**config.mk**
```make
export PLATFORM = sky130hd
export DESIGN_NAME = neighbor_mine_count_3x3_top
export DESIGN_NICKNAME = d
export VERILOG_FILES = /design/src/hw/rtl/nmc_pkg.sv /design/src/hw/rtl/nmc_ram.sv /design/src/hw/rtl/nmc_seq.sv /design/src/hw/rtl/nmc_win.sv /design/src/hw/rtl/nmc_obuf.sv /design/src/hw/rtl/neighbor_mine_count_3x3_top.sv
export SDC_FILE = /design/constraint.sdc
export NUM_CORES = 1
export LEC_CHECK = 0
export ABC_AREA = 1
export BUFFER_PORTS_ARGS = -buffer_cell sky130_fd_sc_hd__buf_2
export CORE_AREA = 2 2 175 177
export CTS_BUF_LIST = sky130_fd_sc_hd__clkbuf_4 sky130_fd_sc_hd__clkbuf_8
export DETAILED_ROUTE_END_ITERATION = 12
export DIE_AREA = 0 0 177 179
export GPL_ROUTABILITY_DRIVEN = 0
export HOLD_SLACK_MARGIN = 0.12
export PLACE_DENSITY = 0.46
export RECOVER_POWER = 25
export SYNTH_ARGS = -nofsm -noshare
export SYNTH_HDL_FRONTEND = slang
export SYNTH_SLANG_ARGS = --single-unit
```
**constraint.sdc**
```tcl
create_clock -name i_clk -period 3.1 [get_ports i_clk]
set_input_delay 0.155 -clock i_clk [delete_from_list [all_inputs] [get_ports i_clk]]
set_output_delay 0.155 -clock i_clk [all_outputs]
set_load 0.1 [all_outputs]
```
**src/hw/rtl/nmc_pkg.sv**
```systemverilog
package nmc_pkg;

    // Grid geometry and register field widths.
    localparam int MAX_COLS_DEF = 32;
    localparam int ROWS_W       = 16;
    localparam int COLS_W       = 6;
    localparam int CHAR_W       = 8;
    localparam int COUNT_W      = 4;
    localparam int COLSUM_W     = 2;

    // Each column word holds the two previous rows: bit 0 the newer, bit 1 the older.
    localparam int MEM_W = 2;

    // Byte that marks a mine.
    localparam logic [CHAR_W-1:0] MARK_BYTE = 8'h21;

    // Largest possible window count.
    localparam logic [COUNT_W-1:0] COUNT_MAX = 4'd9;

    // Register reset values.
    localparam logic [ROWS_W-1:0] ROWS_RST = 16'd16;
    localparam logic [COLS_W-1:0] COLS_RST = 6'd32;

    // Configuration port.
    localparam int APB_AW = 3;
    localparam int APB_DW = 32;

    // Register index, taken from the word address.
    typedef enum logic [0:0] {
        REG_NUM_ROWS = 1'b0,
        REG_NUM_COLS = 1'b1
    } t_reg_idx;

    // Result queue.
    localparam int OBUF_DEPTH = 4;
    localparam int OBUF_AW    = $clog2(OBUF_DEPTH);
    localparam int OBUF_CW    = $clog2(OBUF_DEPTH + 1);

    // Control for one column step in the window stage.
    typedef struct packed {
        logic valid;
        logic mark;       // mark bit of the newest row at this column
        logic v1;         // row above the newest row lies in the frame
        logic v2;         // row two above the newest row lies in the frame
        logic emit_a;     // give the result for the column to the left
        logic emit_b;     // give the result for this column (last column)
        logic first;      // column zero: left padding
        logic wr;         // write the column word back
        logic frame_end;  // this step gives the frame's last result
        logic last_run;   // this step gives the final result of its run
    } t_stage;

    // One result beat.
    typedef struct packed {
        logic [COUNT_W-1:0] count;
        logic               last;
        logic               done;
    } t_result;

endpackage

```
**src/hw/rtl/nmc_ram.sv**
```systemverilog
module nmc_ram #(
    parameter int WIDTH = 2,
    parameter int DEPTH = 32,
    localparam int AW = (DEPTH > 1) ? $clog2(DEPTH) : 1
) (
    input  logic             i_clk,
    input  logic             i_we,
    input  logic [AW-1:0]    i_waddr,
    input  logic [WIDTH-1:0] i_wdata,
    input  logic [AW-1:0]    i_raddr,
    output logic [WIDTH-1:0] o_rdata
);

    logic [WIDTH-1:0] r_mem [DEPTH];
    logic [WIDTH-1:0] r_rdata;

    // One write port, one registered read port; a read of the entry being
    // written returns the old contents.
    always_ff @(posedge i_clk) begin
        if (i_we) begin
            r_mem[i_waddr] <= i_wdata;
        end
        r_rdata <= r_mem[i_raddr];
    end

    assign o_rdata = r_rdata;

endmodule

```
**src/hw/rtl/nmc_seq.sv**
```systemverilog
module nmc_seq import nmc_pkg::*; #(
    parameter int MAX_COLS = MAX_COLS_DEF,
    localparam int CW = (MAX_COLS > 1) ? $clog2(MAX_COLS) : 1
) (
    input  logic               i_clk,
    input  logic               i_rst_n,
    input  logic               i_restart,
    input  logic [COLS_W-1:0]  i_eff_cols,
    input  logic [ROWS_W-1:0]  i_eff_rows,
    input  logic               i_in_valid,
    output logic               o_in_stall,
    input  logic [CHAR_W-1:0]  i_cell_char,
    input  logic [OBUF_CW-1:0] i_obuf_cnt,
    output logic [CW-1:0]      o_rd_addr,
    output t_stage             o_s1,
    output logic [CW-1:0]      o_s1_col
);

    logic [CW-1:0]     r_col, n_col;
    logic [CW-1:0]     r_fcol, n_fcol;
    logic [ROWS_W-1:0] r_row, n_row;
    logic              r_flush, n_flush;
    logic              r_flush_v2, n_flush_v2;
    t_stage            r_s1, n_s1;
    logic [CW-1:0]     r_s1_col, n_s1_col;

    logic              row_ge1;
    logic              row_ge2;
    logic              last_col;
    logic              last_row;
    logic              last_cell;
    logic              flush_last;
    logic [1:0]        s1_results;
    logic              credit_ok;
    logic              in_go;
    logic              flush_go;

    // Position decode.
    assign row_ge1    = (r_row != '0);
    assign row_ge2    = |r_row[ROWS_W-1:1];
    assign last_col   = (COLS_W'(r_col) == (i_eff_cols - COLS_W'(1)));
    assign last_row   = (r_row == (i_eff_rows - ROWS_W'(1)));
    assign last_cell  = last_col && last_row;
    assign flush_last = (COLS_W'(r_fcol) == (i_eff_cols - COLS_W'(1)));

    // A step may start only if the queue can take both results of the step
    // in the window stage and up to two of the new one.
    assign s1_results = r_s1.valid ? ({1'b0, r_s1.emit_a} + {1'b0, r_s1.emit_b}) : 2'd0;
    assign credit_ok  = ((OBUF_CW + 1)'(i_obuf_cnt) + (OBUF_CW + 1)'(s1_results)
                         + (OBUF_CW + 1)'(2)) <= (OBUF_CW + 1)'(OBUF_DEPTH);

    assign o_in_stall = r_flush || !credit_ok;
    assign in_go      = i_in_valid && !o_in_stall;
    assign flush_go   = r_flush && credit_ok;

    // The column word is read in the cycle the step starts.
    assign o_rd_addr = r_flush ? r_fcol : r_col;

    // Next position, flush sweep and window stage control.
    always_comb begin
        n_col      = r_col;
        n_fcol     = r_fcol;
        n_row      = r_row;
        n_flush    = r_flush;
        n_flush_v2 = r_flush_v2;
        n_s1       = '0;
        n_s1_col   = o_rd_addr;

        if (in_go) begin
            n_s1.valid     = 1'b1;
            n_s1.mark      = (i_cell_char == MARK_BYTE);
            n_s1.v1        = row_ge1;
            n_s1.v2        = row_ge2;
            n_s1.emit_a    = row_ge1 && (r_col != '0);
            n_s1.emit_b    = row_ge1 && last_col;
            n_s1.first     = (r_col == '0);
            n_s1.wr        = 1'b1;
            n_s1.last_run  = !last_cell;
            if (last_col) begin
                n_col = '0;
                n_row = last_cell ? '0 : (r_row + ROWS_W'(1));
            end else begin
                n_col = r_col + CW'(1);
            end
            if (last_cell) begin
                n_flush    = 1'b1;
                n_fcol     = '0;
                n_flush_v2 = row_ge1;
            end
        end else if (flush_go) begin
            // The final row sees an empty row below it.
            n_s1.valid     = 1'b1;
            n_s1.v1        = 1'b1;
            n_s1.v2        = r_flush_v2;
            n_s1.emit_a    = (r_fcol != '0);
            n_s1.emit_b    = flush_last;
            n_s1.first     = (r_fcol == '0);
            n_s1.frame_end = flush_last;
            n_s1.last_run  = flush_last;
            if (flush_last) begin
                n_flush = 1'b0;
            end else begin
                n_fcol = r_fcol + CW'(1);
            end
        end

        if (i_restart) begin
            n_col   = '0;
            n_row   = '0;
            n_flush = 1'b0;
        end
    end

    always_ff @(posedge i_clk) begin
        if (!i_rst_n) begin
            r_col      <= '0;
            r_fcol     <= '0;
            r_row      <= '0;
            r_flush    <= 1'b0;
            r_flush_v2 <= 1'b0;
            r_s1       <= '0;
        end else begin
            r_col      <= n_col;
            r_fcol     <= n_fcol;
            r_row      <= n_row;
            r_flush    <= n_flush;
            r_flush_v2 <= n_flush_v2;
            r_s1       <= n_s1;
        end
        r_s1_col <= n_s1_col;
    end

    assign o_s1     = r_s1;
    assign o_s1_col = r_s1_col;

endmodule

```
**src/hw/rtl/nmc_win.sv**
```systemverilog
module nmc_win import nmc_pkg::*; #(
    parameter int MAX_COLS = MAX_COLS_DEF,
    localparam int CW = (MAX_COLS > 1) ? $clog2(MAX_COLS) : 1
) (
    input  logic             i_clk,
    input  logic             i_rst_n,
    input  t_stage           i_s1,
    input  logic [CW-1:0]    i_s1_col,
    input  logic [CW-1:0]    i_rd_addr,
    input  logic [MEM_W-1:0] i_rd_data,
    output logic             o_we,
    output logic [CW-1:0]    o_waddr,
    output logic [MEM_W-1:0] o_wdata,
    output logic [1:0]       o_push_n,
    output t_result          o_res0,
    output t_result          o_res1
);

    logic                r_fwd_hit;
    logic [MEM_W-1:0]    r_fwd_data;
    logic [COLSUM_W-1:0] r_p1, n_p1;
    logic [COLSUM_W-1:0] r_p2, n_p2;

    logic [MEM_W-1:0]    word;
    logic [COLSUM_W-1:0] cur;
    t_result             res_a;
    t_result             res_b;
    logic                both;

    // A write and a read of the same column in one cycle: the RAM returns
    // the old word, so the written word is forwarded.
    assign word = r_fwd_hit ? r_fwd_data : i_rd_data;

    // Column sum over the three rows of the window.
    assign cur = COLSUM_W'(i_s1.mark) + COLSUM_W'(word[0] && i_s1.v1)
               + COLSUM_W'(word[1] && i_s1.v2);

    // Shift the rows down by one: the newest row becomes the newer one.
    assign o_we    = i_s1.valid && i_s1.wr;
    assign o_waddr = i_s1_col;
    assign o_wdata = {word[0], i_s1.mark};

    // Window counts: left column, middle column, this column.
    always_comb begin
        res_a       = '0;
        res_b       = '0;
        res_a.count = COUNT_W'(r_p2) + COUNT_W'(r_p1) + COUNT_W'(cur);
        res_b.count = (i_s1.first ? COUNT_W'(0) : COUNT_W'(r_p1)) + COUNT_W'(cur);
        res_b.done  = i_s1.frame_end;
        both        = i_s1.emit_a && i_s1.emit_b;
        res_a.last  = i_s1.last_run && !i_s1.emit_b;
        res_b.last  = i_s1.last_run;
    end

    // The first beat is the left result when there is one.
    always_comb begin
        o_push_n = '0;
        o_res0   = res_b;
        o_res1   = res_b;
        if (i_s1.valid) begin
            o_push_n = {1'b0, i_s1.emit_a} + {1'b0, i_s1.emit_b};
            if (i_s1.emit_a) begin
                o_res0 = res_a;
            end
        end
        if (!both) begin
            o_res1 = res_b;
        end
    end

    // Column sums of the two columns to the left; zero left of column zero.
    always_comb begin
        n_p1 = r_p1;
        n_p2 = r_p2;
        if (i_s1.valid) begin
            n_p1 = cur;
            n_p2 = i_s1.first ? '0 : r_p1;
        end
    end

    always_ff @(posedge i_clk) begin
        if (!i_rst_n) begin
            r_fwd_hit <= 1'b0;
        end else begin
            r_fwd_hit <= o_we && (o_waddr == i_rd_addr);
        end
        r_fwd_data <= o_wdata;
        r_p1       <= n_p1;
        r_p2       <= n_p2;
    end

endmodule

```
**src/hw/rtl/nmc_obuf.sv**
```systemverilog
module nmc_obuf import nmc_pkg::*; (
    input  logic               i_clk,
    input  logic               i_rst_n,
    input  logic [1:0]         i_push_n,
    input  t_result            i_res0,
    input  t_result            i_res1,
    output logic [OBUF_CW-1:0] o_cnt,
    output logic               o_valid,
    input  logic               i_stall,
    output t_result            o_res
);

    t_result            r_buf [OBUF_DEPTH];
    logic [OBUF_AW-1:0] r_wp, n_wp;
    logic [OBUF_AW-1:0] r_rp, n_rp;
    logic [OBUF_CW-1:0] r_cnt, n_cnt;
    logic               pop;
    logic [OBUF_AW-1:0] wp_next;

    assign o_valid = (r_cnt != '0);
    assign o_res   = r_buf[r_rp];
    assign o_cnt   = r_cnt;
    assign pop     = o_valid && !i_stall;
    assign wp_next = r_wp + OBUF_AW'(1);

    // Pointer and fill level update.
    always_comb begin
        n_wp  = r_wp + OBUF_AW'(i_push_n);
        n_rp  = pop ? (r_rp + OBUF_AW'(1)) : r_rp;
        n_cnt = r_cnt + OBUF_CW'(i_push_n) - OBUF_CW'(pop);
    end

    always_ff @(posedge i_clk) begin
        if (!i_rst_n) begin
            r_wp  <= '0;
            r_rp  <= '0;
            r_cnt <= '0;
        end else begin
            r_wp  <= n_wp;
            r_rp  <= n_rp;
            r_cnt <= n_cnt;
        end
    end

    // Up to two beats enter per cycle.
    always_ff @(posedge i_clk) begin
        if (i_push_n != 2'd0) begin
            r_buf[r_wp] <= i_res0;
        end
        if (i_push_n == 2'd2) begin
            r_buf[wp_next] <= i_res1;
        end
    end

endmodule

```
**src/hw/rtl/neighbor_mine_count_3x3_top.sv**
```systemverilog
// Streaming 3x3 mine counter. Cells arrive in row-major order, one beat per
// cell, and each result beat carries the number (0 to 9) of '!' cells in
// the 3x3 window around one cell, with cells off the grid counted as empty.
// The result for a cell leaves once its lower-right neighbor has arrived, so
// results trail the input by one row and one column; the last cell of the
// frame then sweeps the final row out, and the frame's last beat has both
// o_last_of_run and o_frame_done set. A cell is taken every cycle while the
// result queue has room and no sweep runs; each one is one read and one
// write-back of a 2-bit column word in a single RAM of MAX_COLS entries; its
// results go through the window stage register into the result queue. The
// output port moves one beat a cycle when not stalled, so the two beats of a
// row's last column queue up, and the sweep holds the input off. Writing
// either register restarts the frame at row 0, column 0; num_rows = 0 and
// num_cols = 0 act as 1, and num_cols above MAX_COLS acts as MAX_COLS.
module neighbor_mine_count_3x3_top import nmc_pkg::*; #(
    parameter int MAX_COLS = MAX_COLS_DEF,
    localparam int CW = (MAX_COLS > 1) ? $clog2(MAX_COLS) : 1
) (
    input  logic               i_clk,
    input  logic               i_rst_n,
    input  logic               psel,
    input  logic               penable,
    input  logic               pwrite,
    input  logic [APB_AW-1:0]  paddr,
    input  logic [APB_DW-1:0]  pwdata,
    output logic [APB_DW-1:0]  prdata,
    output logic               pready,
    input  logic               i_in_valid,
    output logic               o_in_stall,
    input  logic [CHAR_W-1:0]  i_cell_char,
    output logic               o_out_valid,
    input  logic               i_out_stall,
    output logic [COUNT_W-1:0] o_mine_count,
    output logic               o_last_of_run,
    output logic               o_frame_done
);

    logic [ROWS_W-1:0]  r_num_rows;
    logic [COLS_W-1:0]  r_num_cols;
    logic               cfg_wr;
    t_reg_idx           reg_idx;
    logic [COLS_W-1:0]  eff_cols;
    logic [ROWS_W-1:0]  eff_rows;

    logic [OBUF_CW-1:0] obuf_cnt;
    logic [CW-1:0]      rd_addr;
    logic [MEM_W-1:0]   rd_data;
    t_stage             s1;
    logic [CW-1:0]      s1_col;
    logic               mem_we;
    logic [CW-1:0]      mem_waddr;
    logic [MEM_W-1:0]   mem_wdata;
    logic [1:0]         push_n;
    t_result            res0;
    t_result            res1;
    t_result            res_out;

    // Configuration registers.
    assign pready  = 1'b1;
    assign cfg_wr  = psel && penable && pwrite && pready;
    assign reg_idx = t_reg_idx'(paddr[2]);

    always_ff @(posedge i_clk) begin
        if (!i_rst_n) begin
            r_num_rows <= ROWS_RST;
            r_num_cols <= COLS_RST;
        end else if (cfg_wr) begin
            case (reg_idx)
                REG_NUM_ROWS: r_num_rows <= pwdata[ROWS_W-1:0];
                REG_NUM_COLS: r_num_cols <= pwdata[COLS_W-1:0];
                default: ;
            endcase
        end
    end

    always_comb begin
        case (reg_idx)
            REG_NUM_ROWS: prdata = APB_DW'(r_num_rows);
            REG_NUM_COLS: prdata = APB_DW'(r_num_cols);
            default:      prdata = '0;
        endcase
    end

    // Effective grid size.
    always_comb begin
        if (r_num_cols == '0) begin
            eff_cols = COLS_W'(1);
        end else if (r_num_cols > COLS_W'(MAX_COLS)) begin
            eff_cols = COLS_W'(MAX_COLS);
        end else begin
            eff_cols = r_num_cols;
        end
        eff_rows = (r_num_rows == '0) ? ROWS_W'(1) : r_num_rows;
    end

    // Position tracking and step issue.
    nmc_seq #(
        .MAX_COLS (MAX_COLS)
    ) u_seq (
        .i_clk       (i_clk),
        .i_rst_n     (i_rst_n),
        .i_restart   (cfg_wr),
        .i_eff_cols  (eff_cols),
        .i_eff_rows  (eff_rows),
        .i_in_valid  (i_in_valid),
        .o_in_stall  (o_in_stall),
        .i_cell_char (i_cell_char),
        .i_obuf_cnt  (obuf_cnt),
        .o_rd_addr   (rd_addr),
        .o_s1        (s1),
        .o_s1_col    (s1_col)
    );

    // Column store: the two rows above the one now arriving.
    nmc_ram #(
        .WIDTH (MEM_W),
        .DEPTH (MAX_COLS)
    ) u_ram (
        .i_clk   (i_clk),
        .i_we    (mem_we),
        .i_waddr (mem_waddr),
        .i_wdata (mem_wdata),
        .i_raddr (rd_addr),
        .o_rdata (rd_data)
    );

    // Column sums and window counts.
    nmc_win #(
        .MAX_COLS (MAX_COLS)
    ) u_win (
        .i_clk     (i_clk),
        .i_rst_n   (i_rst_n),
        .i_s1      (s1),
        .i_s1_col  (s1_col),
        .i_rd_addr (rd_addr),
        .i_rd_data (rd_data),
        .o_we      (mem_we),
        .o_waddr   (mem_waddr),
        .o_wdata   (mem_wdata),
        .o_push_n  (push_n),
        .o_res0    (res0),
        .o_res1    (res1)
    );

    // Result queue in front of the output port.
    nmc_obuf u_obuf (
        .i_clk    (i_clk),
        .i_rst_n  (i_rst_n),
        .i_push_n (push_n),
        .i_res0   (res0),
        .i_res1   (res1),
        .o_cnt    (obuf_cnt),
        .o_valid  (o_out_valid),
        .i_stall  (i_out_stall),
        .o_res    (res_out)
    );

    assign o_mine_count  = res_out.count;
    assign o_last_of_run = res_out.last;
    assign o_frame_done  = res_out.done;

`ifndef SYNTHESIS
    // The frame's last beat always closes its run.
    a_done_closes_run: assert property (@(posedge i_clk) disable iff (!i_rst_n)
        o_out_valid && o_frame_done |-> o_last_of_run)
        else $error("frame end beat without last_of_run");

    // A window holds at most nine cells.
    a_count_range: assert property (@(posedge i_clk) disable iff (!i_rst_n)
        o_out_valid |-> (o_mine_count <= COUNT_MAX))
        else $error("mine count above nine");

    // Issue credit keeps the result queue from overflowing.
    a_obuf_bound: assert property (@(posedge i_clk) disable iff (!i_rst_n)
        obuf_cnt <= OBUF_CW'(OBUF_DEPTH))
        else $error("result queue overflow");
`endif

endmodule
```
Yosys cells after proc, flatten, opt, wreduce, memory -nomap -nowiden
Memories as Yosys holds them, arrays and structs flattened. A register that Yosys moved wholly into a read port is not among the register bits.
Cells that the tools add are included.
- register bits: 79
- latch bits: 0
- bits in writable memories: 88
- bits in read-only memories: 0
- input port bits: 50
- output and inout port bits: 41
- word-level logic and storage cells: 133
- memories kept: 2
- add/subtract/negate cells: 18
- $mul: 0
- div/mod/pow operators: 0
- order comparisons: 2
- equal/unequal tests: 8
- shift operators: 0
- multiplexer cells: 35
- bitwise logic cells: 3
- reductions and logical operators: 40
- memory list (memory ; depth ; width ; read ports ; clocked after Yosys merged registers in ; wr ports ; RTL line ; text):
    u_ram.r_mem ; 32 ; 2 ; 1 ; 1 ; 1 ; nmc_ram.sv:14 ; logic [WIDTH-1:0] r_mem [DEPTH];
    u_obuf.r_buf ; 4 ; 6 ; 1 ; 1 ; 2 ; nmc_obuf.sv:13 ; t_result r_buf [OBUF_DEPTH];
- operator list (operator ; count):
    case mux 32 bit (2 select lines) ; 1
    2-to-1 mux 5 bit ; 8
    2-to-1 mux 16 bit ; 2
    2-to-1 mux 6 bit ; 4
    adder 16 x 1 -> 16 bit (second input constant) ; 1
    equality test 16 bit ; 1
    logical NOT 16 bit ; 1
    nonzero test 16 bit ; 1
    subtractor 16 x 1 -> 16 bit (second input constant) ; 1
    2-to-1 mux 1 bit ; 15
    OR reduction 15 bit ; 1
    logical AND 1 bit ; 13
    equality test 5 x 6 -> 1 bit ; 2
    adder 5 x 1 -> 5 bit (second input constant) ; 2
    logical NOT 5 bit ; 2
    2-to-1 mux 2 bit ; 5
    AND reduction 2 bit ; 5
    nonzero test 5 bit ; 2
    adder 4 x 2 -> 4 bit ; 2
    equality test 8 x 6 -> 1 bit (second input constant) ; 1
    greater-than comparator 6 bit (second input constant) ; 1
    logical NOT 6 bit ; 1
    AND reduction 3 bit ; 2
    nonzero test 2 bit ; 3
    other kinds (21) ; 29

Depth between registers and ports, before layout
- depth after elaboration: 11
- mapped depth: 20
- depth with buffers taken out: 20

Cells and area by module
Synthesis repeated with hierarchy kept, for this count alone.
- cells, all modules: 1312
- area total of the unflattened synthesis: 10042.1 um^2
- modules (own cells, without submodules) (module ; times used ; cells each ; area an instance (um^2) ; seq. area each (um^2)):
    nmc_seq ; 1 ; 529 ; 3347.0 ; 860.8
    nmc_ram ; 1 ; 269 ; 2906.5 ; 1961.9
    nmc_obuf ; 1 ; 182 ; 1740.4 ; 900.9
    neighbor_mine_count_3x3_top ; 1 ; 238 ; 1387.6 ; 440.4
    nmc_win ; 1 ; 94 ; 660.6 ; 180.2

Least setup slack after synthesis
Ideal clock, no wire load.
- path kind: reg2reg
- start point: reg u_seq.r_s1, in the netlist u_seq.o_s1[9]
- end point: reg u_seq.r_row[8]
- library setup time: 0.115 ns
- data arrival time: 2.765 ns
- required time: 2.985 ns
- setup slack: 0.220 ns
- cell stages (with the launch flop): 18
- path buffers: 0
- clock period less this slack: 2.880 ns
- cells stage by stage: dfxtp_1 nand2_1 ha_1 inv_1 ha_1 inv_1 fa_1 inv_1 o21ai_0 nand2_1 inv_1 nand3_1 nor2_8 nand2_4 nor2_4 nand2_1 xor2_1 nor2_2
- word-level cells in the longest chain between the ends: 9
- ends and longest elaborated chain (what ; RTL line ; text):
    start, declared ; nmc_seq.sv:24 ; t_stage r_s1, n_s1;
    start signal, assigned ; nmc_seq.sv:128 ; r_s1 <= n_s1;
    2-to-1 mux 2 bit ; nmc_seq.sv:48 ; assign s1_results = r_s1.valid ? ({1'b0, r_s1.emit_a} + {1'b0, r_s1.emit_b}) : 2'd0;
    adder 3 x 2 -> 4 bit ; nmc_seq.sv:49 ; assign credit_ok = ((OBUF_CW + 1)'(i_obuf_cnt) + (OBUF_CW + 1)'(s1_results)
    adder 4 x 2 -> 4 bit ; nmc_seq.sv:50 ; + (OBUF_CW + 1)'(2)) <= (OBUF_CW + 1)'(OBUF_DEPTH);
    less-or-equal comparator 4 x 3 -> 1 bit ; nmc_seq.sv:50 ;
    logical NOT 1 bit ; nmc_seq.sv:52 ; assign o_in_stall = r_flush || !credit_ok;
    logical OR 1 bit ; nmc_seq.sv:52 ;
    logical NOT 1 bit ; nmc_seq.sv:53 ; assign in_go = i_in_valid && !o_in_stall;
    logical AND 1 bit ; nmc_seq.sv:53 ;
    AND reduction 2 bit (no line) ; -- ;
    end signal, assigned ; nmc_seq.sv:125 ; r_row <= n_row;
    end, declared ; nmc_seq.sv:21 ; logic [ROWS_W-1:0] r_row, n_row;
No other way between the ends.
A chain may end at the register's enable or synchronous reset.

Worst setup path after layout
- start point: reg u_seq.r_s1, in the netlist u_seq.o_s1[5]
- end point: reg u_seq.r_row[8]
- word-level cells in the longest chain between the ends: 10
- ends and longest elaborated chain (what ; RTL line):
    adder 1 x 1 -> 2 bit ; nmc_seq.sv:48
    2-to-1 mux 2 bit ; nmc_seq.sv:48
    adder 3 x 2 -> 4 bit ; nmc_seq.sv:49
    adder 4 x 2 -> 4 bit ; nmc_seq.sv:50
    less-or-equal comparator 4 x 3 -> 1 bit ; nmc_seq.sv:50
    logical NOT 1 bit ; nmc_seq.sv:52
    logical OR 1 bit ; nmc_seq.sv:52
    logical NOT 1 bit ; nmc_seq.sv:53
    logical AND 1 bit ; nmc_seq.sv:53
    AND reduction 2 bit (no line) ; --
No other way between the ends.

==> flow_metrics.py <==
metrics = {
    "synthesis": {
        "synth_top_family_by_area": "simple AND/OR/NAND/NOR gates",
        "synthSimpleGateAreaFrac_pct": 22.1,
        "synth.top_cells.by_area": "edfxtp_1, dfxtp_1, nor2_1",
        "ys_warn_count": 0,
        "ys_ff_latch": 171,
        "ys_seq_area_share_pct": 48.9,
        "syn-cell-area_sq_mm": 0.00880,
        "synth_mux_area_share_pct": 0,
        "synth_area_per_cell_sq_um": 8.39,
        "synth-edff-count": 88,
        "synth.distinct_cells": 48,
        "synth_compound_area_share_pct": 12.8,
        "netlist.area_leader.share_pct": 30.0,
        "synth-adder-area-share_pct": 4.21,
        "synth_ff_type": "edfxtp_1",
        "ys_async_sr_fraction_pct": 0,
        "synth-xor-area-share_pct": 3.98,
        "yosysTopAreaCell": "edfxtp_1",
        "postSynthCellCount": 1048,
    },
    "power": {
        "cellPowerDensity_mw_per_mm2": 568,
        "power.leakage_nw": 4.14,
        "vdd.ir_drop.worst_mv": 0.545,
    },
    "layout": {
        "n_antenna_cell": 0,
        "seq_area_sq_mm": 0.00431,
        "final_nets": 1228,
        "multi_input_area_sq_mm": 0.00394,
        "final_cells": 1561,
        "synthToLayoutAreaGrowth_pct": 18.2,
        "stdcell_area_sq_mm": 0.0104,
        "final_util_pct": 34.6,
        "fill_cells": 3149,
        "drive_gt1_share_pct": 13.3,
    },
    "floorplan": {
        "dieArea_sq_mm": 0.0317,
        "die_width_um": 177,
        "start_util_pct": 29.3,
        "core-area_sq_mm": 0.0300,
        "rows": 64,
        "io_pins": 91,
        "dieHeight_um": 179,
    },
    "sta": {
        "hold_viol": 0,
        "tightest_slew_ns": 1.46,
        "grt_setup_unrepaired": "no",
        "setup-tns-final_ns": 0,
        "fin_ws_ns": 0.245,
        "drv_slew": 0,
        "fmax_ghz": 0.350,
        "maxSlewHeadroom_pct": 2.73,
        "setup_violations": 0,
        "finalCriticalPeriod_ns": 2.85,
        "clock_skew_ns": 0.0168,
        "post-route-period-util_pct": 92.1,
    },
    "placed_design": {
        "dp.cells": 1501,
        "dp.final_hpwl_um": 16100,
        "postPlaceCellArea_sq_mm": 0.00963,
        "port_buffers": 55,
        "pre_cts_slack_ns": -0.0118,
    },
    "route": {
        "dr.pass1.iters": 5,
        "vias_per_cell": 4.58,
        "vias": 7143,
        "first_iter_violations": 442,
        "wl_per_cell_um": 14.1,
        "antenna_left": 0,
        "drc": 0,
        "wl_um": 22000,
    },
    "setup_path": {
        "crit_path_end": "u_seq.r_row[8]$_SDFFE_PP0P_",
        "reg2reg_depth": 18,
        "crit_path_end_kind": "register",
        "r2r-end": "u_seq.r_row[8]$_SDFFE_PP0P_",
        "cp.arrival_ns": 3.23,
        "r2r_setup_slack_ns": 0.25,
        "startpoint": "u_seq.o_s1[5]$_SDFF_PN0_",
        "cp.required_ns": 3.47,
        "timing.rr.start": "u_seq.o_s1[5]$_SDFF_PN0_",
        "path_class": "reg -> reg",
        "worstPathMaxFanout": 7,
        "critical_path.startpoint_type": "register",
    },
    "cts": {
        "cts-htree-levels": 4,
        "clock_sinks": 171,
        "cts-root-buf": "clkbuf_8",
        "clockBufferDepth": 2,
        "clk-insertion-delay-late_ns": 0.47,
        "cts_tree": "yes",
        "cts_buffers": 17,
        "clk_pin_slew_ns": 0.11,
    },
    "job": {
        "cap_viol_max_count": 0,
    },
    "global_route": {
        "track_usage_pct": 14.3,
        "antenna_found_initial": 0,
        "grt_pass1_wl_um": 35700,
        "overflow": 0,
        "grt_start_max_net_pins": 35,
        "grt_pass1_vias": 6998,
    },
    "run_status": {
        "run_status": "completed",
    },
    "hold_path": {
        "hold_path.class": "in -> reg",
    },
}
[sequential cells by signal (all words and copies together) (netlist names), 3 cells and up, named ones only]
name            cells
u_seq.r_col         5
u_seq.o_s1_col      5
u_ram.r_mem        64
r_num_rows         16
r_num_cols          6
u_seq.r_row        16
u_obuf.o_cnt        3
u_obuf.r_buf       24
u_seq.o_s1         10
u_seq.r_fcol        5
[worst max-delay path, cell delays in order (launching register included)]
cell and delay [ns]:
dfxtp_2 0.35, ha_4 0.27, nand2_2 0.06, inv_2 0.07, ha_1 0.14, ha_2 0.15, inv_1 0.04, fa_1 0.47
inv_1 0.03, o21ai_1 0.06, nand2_1 0.11, inv_2 0.11, nand3_4 0.12, nor2_8 0.22, nand2_4 0.07, nor2_4 0.21
nand2_2 0.09, xor2_2 0.15, nor2_2 0.04
[what timing repair did]
item                                   4_1_cts  5_1_grt
buffers inserted                             1        1
hold buffers                                26        0
setup endpoints to repair                    7       28
gates resized for setup                      1       21
cloned                                       0        0
endpoints found under the hold margin       29        0
pin swaps                                    1        4
[cell usage after synthesis, types with 5 or more instances]
master	n
nand2_1	149
nand4_1	20
ha_1	20
clkbuf_1	23
xnor2_1	10
o221ai_1	15
inv_1	121
nor2_1	173
nand2_2	5
buf_4	17
nor3_1	12
fa_1	6
xor2_1	30
edfxtp_1	88
o21ai_1	6
a21oi_1	45
dfxtp_1	83
nand3_1	56
o22ai_1	22
nor2_2	5
o21ai_0	98
[area by class of cell]
class,count,area share [%]
clock inverters,14,1.65
flip-flops and latches,171,41.4
well taps,396,4.77
inverters,125,4.51
clock buffers,18,2.38
repair buffers,111,7.31
multi-input cells,726,37.9
[logic make-up after synthesis]
group | after synthesis
compound gates | 201
xor+xnor | 40
fa+ha+maj | 26
buf+inv | 166
flops | 171
other cells | 2
simple gates | 442
[worst min path at each step]
| stage | startpoint | end | slack, ns | cells past startpoint |
|---|---|---|---|---|
| final | i_rst_n | u_obuf.r_wp[0]$_SDFF_PN0_ | 0.18 | 4 |
| after global routing | i_rst_n | u_obuf.r_wp[0]$_SDFF_PN0_ | 0.16 | 4 |
| after global placement | i_cell_char[4] | u_seq.o_s1[8]$_SDFF_PN0_ | 0.33 | 2 |
| after detailed placement | i_cell_char[7] | u_seq.o_s1[8]$_SDFF_PN0_ | 0.33 | 2 |
| after floorplan | i_cell_char[4] | u_seq.o_s1[8]$_SDFF_PN0_ | 0.23 | 1 |
| after CTS | i_rst_n | u_obuf.r_wp[0]$_SDFF_PN0_ | 0.15 | 4 |
[power breakdown]
part	internal, mW	switching (mW)	total, mW
clock	0.774	0.917	1.69
sequential	2.51	0.0799	2.59
combinational	0.431	1.19	1.62
total	3.72	2.19	5.90
[cell usage in the layout (no fill, tap or decap), types with 3 or more instances in the layout]
master / count
nor2_4: 6
edfxtp_1: 88
conb_1: 17
nand2_4: 3
buf_4: 26
nor2_1: 172
inv_6: 5
ha_1: 17
buf_2: 53
clkbuf_8: 18
dlygate4sd3_1: 26
nor3_1: 12
a31oi_1: 3
clkbuf_1: 5
xor2_1: 29
nand2_1: 143
nand3_4: 3
fa_1: 6
o21ai_1: 7
nand3_1: 55
nand2_2: 11
xnor2_1: 10
inv_8: 4
inv_1: 119
nand3b_1: 4
o21ai_0: 97
o221ai_1: 15
o22ai_1: 22
nor4_1: 4
inv_2: 5
a21oi_1: 45
nand4_1: 20
nor2_2: 4
dfxtp_1: 81
[per-stage QoR]
stage                     hold WS [ns]  power, mW
after detailed placement         0.334       4.23
after global routing             0.160       6.22
after CTS                        0.148       5.94
after floorplan                  0.232       3.80
after global placement           0.326       4.24
final                            0.176       5.90
[per-layer routing]
layer / share of wire (%) / vias to the layer above / global-route usage (%)
li1: - / 3698 / -
met1: 47 / 3291 / 18.2
met2: 49 / 133 / 25.1
met3: 3.0 / 21 / 2.50
met4: 0.99 / 0 / 3.34
met5: 0 / - / 0
Note: power is estimated with default switching activity, not from simulation.
